## src/hw/rtl/lzssd_pkg.sv

```systemverilog
// shared types and constants for the lzss window decompressor
package lzssd_pkg;

  // width of the match position field in the two match bytes
  localparam int unsigned POS_W = 12;

  // parse phase codes
  localparam logic [1:0] PHASE_FLAG   = 2'd0;
  localparam logic [1:0] PHASE_TOKEN  = 2'd1;
  localparam logic [1:0] PHASE_SECOND = 2'd2;

  // tokens announced by one flag byte
  localparam logic [3:0] TOKENS_PER_FLAG = 4'd8;

  // match length is the low nibble plus this bias
  localparam logic [4:0] LEN_BIAS = 5'd2;

  // controller states
  typedef enum logic [3:0] {
    ST_IDLE  = 4'b0001,
    ST_PARSE = 4'b0010,
    ST_READ  = 4'b0100,
    ST_EMIT  = 4'b1000
  } state_t;

  // commands from controller to datapath
  typedef struct packed {
    logic capture;     // take the input byte, clear on start of stream
    logic load_flag;   // byte is a flag byte
    logic load_high;   // byte is the first match byte
    logic literal;     // store and emit the byte as a literal
    logic emit_end;    // emit the end marker
    logic start_copy;  // load source position and length
    logic read;        // read the window at the source position
    logic copy;        // emit and store the byte just read
  } cmd_t;

  // status from datapath to controller
  typedef struct packed {
    logic       stream_done;
    logic [1:0] phase;
    logic       flag_lit;
    logic       pos_zero;
    logic       out_free;
    logic       last_copy;
  } status_t;

endpackage

```

## src/hw/rtl/lzssd_ctrl.sv

```systemverilog
// controller state machine: sequences parsing and match copies
module lzssd_ctrl (
  input  logic              clk,
  input  logic              rst,
  input  logic              in_valid,
  output logic              in_ready,
  input  lzssd_pkg::status_t status,
  output lzssd_pkg::cmd_t    cmd
);

  lzssd_pkg::state_t state, state_next;

  // state register
  always_ff @(posedge clk) begin
    if (rst) begin
      state <= lzssd_pkg::ST_IDLE;
    end else begin
      state <= state_next;
    end
  end

  // next state and commands
  always_comb begin
    cmd        = '0;
    state_next = state;
    in_ready   = (state == lzssd_pkg::ST_IDLE);
    case (state)
      lzssd_pkg::ST_IDLE: begin
        if (in_valid) begin
          cmd.capture = 1'b1;
          state_next  = lzssd_pkg::ST_PARSE;
        end
      end
      lzssd_pkg::ST_PARSE: begin
        if (status.stream_done) begin
          state_next = lzssd_pkg::ST_IDLE;
        end else begin
          case (status.phase)
            lzssd_pkg::PHASE_TOKEN: begin
              if (status.flag_lit) begin
                // literal waits for the output register
                if (status.out_free) begin
                  cmd.literal = 1'b1;
                  state_next  = lzssd_pkg::ST_IDLE;
                end
              end else begin
                cmd.load_high = 1'b1;
                state_next    = lzssd_pkg::ST_IDLE;
              end
            end
            lzssd_pkg::PHASE_SECOND: begin
              if (status.pos_zero) begin
                if (status.out_free) begin
                  cmd.emit_end = 1'b1;
                  state_next   = lzssd_pkg::ST_IDLE;
                end
              end else begin
                cmd.start_copy = 1'b1;
                state_next     = lzssd_pkg::ST_READ;
              end
            end
            default: begin
              cmd.load_flag = 1'b1;
              state_next    = lzssd_pkg::ST_IDLE;
            end
          endcase
        end
      end
      lzssd_pkg::ST_READ: begin
        cmd.read   = 1'b1;
        state_next = lzssd_pkg::ST_EMIT;
      end
      lzssd_pkg::ST_EMIT: begin
        if (status.out_free) begin
          cmd.copy   = 1'b1;
          state_next = status.last_copy ? lzssd_pkg::ST_IDLE : lzssd_pkg::ST_READ;
        end
      end
      default: begin
        state_next = lzssd_pkg::ST_IDLE;
      end
    endcase
  end

endmodule

```

## config.mk

```make
export PLATFORM = sky130hd
export DESIGN_NAME = lzssd_ctrl
export DESIGN_NICKNAME = d
export VERILOG_FILES = /design/src/hw/rtl/lzssd_pkg.sv /design/src/hw/rtl/lzssd_ctrl.sv
export SDC_FILE = /design/constraint.sdc
export NUM_CORES = 1
export LEC_CHECK = 0
export CELL_PAD_IN_SITES_DETAIL_PLACEMENT = 1
export CELL_PAD_IN_SITES_GLOBAL_PLACEMENT = 2
export CORE_AREA = 2 2 39 41
export DETAILED_ROUTE_END_ITERATION = 12
export DIE_AREA = 0 0 41 43
export DONT_BUFFER_PORTS = 1
export PLACE_DENSITY_LB_ADDON = 0.15
export SLEW_MARGIN = 20
export SYNTH_ARGS = -nofsm -noshare
export SYNTH_HDL_FRONTEND = slang
export SYNTH_SLANG_ARGS = --single-unit
```

## constraint.sdc

```tcl
create_clock -name clk -period 2.3 [get_ports clk]
set_input_delay 0.23 -clock clk [delete_from_list [all_inputs] [get_ports clk]]
set_output_delay 0.23 -clock clk [all_outputs]
set_load 0.02 [all_outputs]
```

==> impl_metrics.ini <==
[final_layout]
largest_reg_flops = 4
insertedDiodeCount = 0
num-fill-cells = 172
reg_top3 = state (4)
layout.nets = 67
syn_to_final_growth_pct = 14.6
final_area_um2 = 423
drive_gt1_share_pct = 20.8
regMostFlops = state

[pwr]
p_int_mw = 0.166
peakVddDrop_uv = 281
p_leak_nw = 0.170
p_per_area_mw_per_mm2 = 601
power.share.clock_pct = 34.9
sequentialPowerShare_pct = 35.6
switchingPower_mw = 0.0881
power_frac_comb_pct = 29.5
switching_share_pct = 34.7

[global_route]
grt_max_degree = 10
grt_usage_pct = 14.0
grt_pass1_vias = 369
grt_pass1_wl_mm = 1.59
antenna_found_initial = 0
overflow = 0

[hold_path]
min_to = state[2]$_SDFFE_PP0P_
hold_depth = 1
hold_path_startpoint = rst
holdCritPathClass = input pin to flop

[clocking]
path_clk_slew_ns = 0.04
tritoncts = built
clock_latency_ns = 0.24
cts_resized = 0
cts_hold_buf = 0
clockRootBuffer = clkbuf_4
post_cts_buffers = 0
cts.sinks = 4
cts_inserted_buffers = 3
htreeDepth = 1
cts_max_path_buffers = 2

[logic_synthesis]
ys_top_cells_by_area = dfxtp_1 22%, ha_1 6.8%, nor3b_1 6.1%
synth_edf_count = 0
yosysTopAreaCellShare_pct = 21.7
yosys.area_share.simple_pct = 42.0
avgSynthCellArea_um2 = 7.69
synth_nets = 60
synth-xor-area-share_pct = 0
ys_types = 23
ys_seq_area_share_pct = 21.7
synthMuxAreaShare_pct = 0
synth_compound_area_share_pct = 21.4
netlist_top_cells_count = 5 x inv_1, 5 x nor2_1
netlist_area_um2 = 369
synth_top_cell_by_area = dfxtp_1
synthFlopType = dfxtp_1
synthCells = 48
synth_warnings = 0
synth-async-reset-ratio_pct = 0
synth_top_family_by_area = simple AND/OR/NAND/NOR gates
ys_ff_latch = 4
synthAdderAreaFrac_pct = 6.78

[timing]
setup_viol = 0
worst_hold_slack_ns = 0.0569
fin_crit_sh_pct = 82.4
relSlewSlack_pct = 56.7
worst_slack_ns = 0.406
drv_slew = 0
finalClockSkew_ns = 0.00427
hold_viol_final = 0
max_freq_ghz = 0.528
worst_pin_slew_ns = 0.645
setup_tns_ns = 0
min_period_ns = 1.89
rsz0062_at_grt = no

[placement]
port_buffers = 0
dpl_cell_area_um2 = 400
dp_hpwl_um = 861
dp_slack_ns = 0.642
gp_congestion = 0.743

[die]
rows = 14
ioPinCount = 19
die_width_um = 41
initial_utilization_pct = 26.7
core_area_mm2 = 0.00138
die_y_um = 43
design.die.area_mm2 = 0.00176

[setup_path]
critPathCaptureType = primary output
cpMaxStageDelayCell = nor3_1
rrSetupSlack_ns = 0.68
cp.arrival_ns = 1.66
path_cells = nor4_2, nand2_2, nor3_1
cp_max_fo = 8
cp_slowest_stage_delay_ns = 0.56
crit_path_start_kind = flop
path_buf_inv = 0
r2r_cells = 4
crit_type = flop to primary output
crit_family = simple AND/OR/NAND/NOR gates
timing.rr.end = state[2]$_SDFFE_PP0P_
cp.required_ns = 2.07
cp_num_cells = 3
regToRegStartpoint = state[3]$_SDFFE_PP0P_

[routing]
viasPerCell = 5.14
num_vias = 355
drt_iter0_markers = 3
met2_wirelength_um = 503
post_drt_wl_per_cell_um = 14.4
ant_nets = 0
drt-pass1-iter-count = 2
top_layer = met4
wl_met3_um = 71
drt-met1-wl_um = 408
drc = 0
wl_um = 996

[run]
max_cap_viol_count = 0

[status]
status = completed
routing by layer:
metal / track usage, % / up-vias
met2: 21.3 / 10
met3: 9.42 / 2
met5: 0 / -
met1: 15.2 / 157
met4: 4.00 / 0
li1: - / 186
kinds of logic after synthesis:
family                   Yosys count
flip-flops                         4
adder cells (fa/ha/maj)            2
buffers and inverters              6
AO/OA/AOI/OAI                     11
AND/OR/NAND/NOR                   25
cell usage in the layout (no fill, tap or decap), drive strengths merged:
cell type / instances
and3: 1
nor4b: 1
nor2: 5
or4b: 1
nor3b: 3
a21oi: 4
a211oi: 1
inv: 5
clkbuf: 3
o21a: 2
nor4: 1
or2b: 1
buf: 3
nand2: 5
nor2b: 1
nand2b: 1
o31ai: 2
and4b: 1
o21ai: 1
ha: 2
nor3: 4
dfxtp: 4
a2111o: 1
worst max path at each step:
stage	from	endpoint	slack (ns)
floorplan	state[0]$_SDFFE_PP1P_	cmd[7]	0.54
global placement	state[2]$_SDFFE_PP0P_	cmd[3]	0.70
detailed placement	state[3]$_SDFFE_PP0P_	cmd[4]	0.64
CTS	state[3]$_SDFFE_PP0P_	cmd[4]	0.38
global route	state[3]$_SDFFE_PP0P_	cmd[3]	0.28
finish	state[3]$_SDFFE_PP0P_	cmd[4]	0.41
power groups by stage:
| stage | sequential [mW] | clock [mW] | combinational, mW |
|---|---|---|---|
| after detailed placement | 0.0920 | 0 | 0.0755 |
| after floorplan | 0.0837 | 0 | 0.0682 |
| final | 0.0906 | 0.0887 | 0.0749 |
| after global placement | 0.0906 | 0 | 0.0739 |
| after CTS | 0.0907 | 0.0930 | 0.0758 |
| after global routing | 0.0930 | 0.0966 | 0.0826 |
layout make-up:
| class | count | area [µm²] | area share (%) |
|---|---|---|---|
| multi-input cells | 38 | 259 | 61.2 |
| clock buffers | 3 | 22.5 | 5.33 |
| well taps | 16 | 20.0 | 4.73 |
| inverters | 5 | 18.8 | 4.44 |
| repair buffers | 3 | 22.5 | 5.33 |
| flip-flops and latches | 4 | 80.1 | 18.9 |
metrics by stage:
| step | instances | power, mW | util (%) |
|---|---|---|---|
| floorplan | 48 | 0.152 | - |
| global placement | 66 | 0.165 | 28.9 |
| detailed placement | 66 | 0.167 | 28.9 |
| CTS | 69 | 0.259 | 30.6 |
| global route | 69 | 0.272 | 30.6 |
| finish | 69 | 0.254 | 30.6 |
Power figures use the tool's default switching activity.
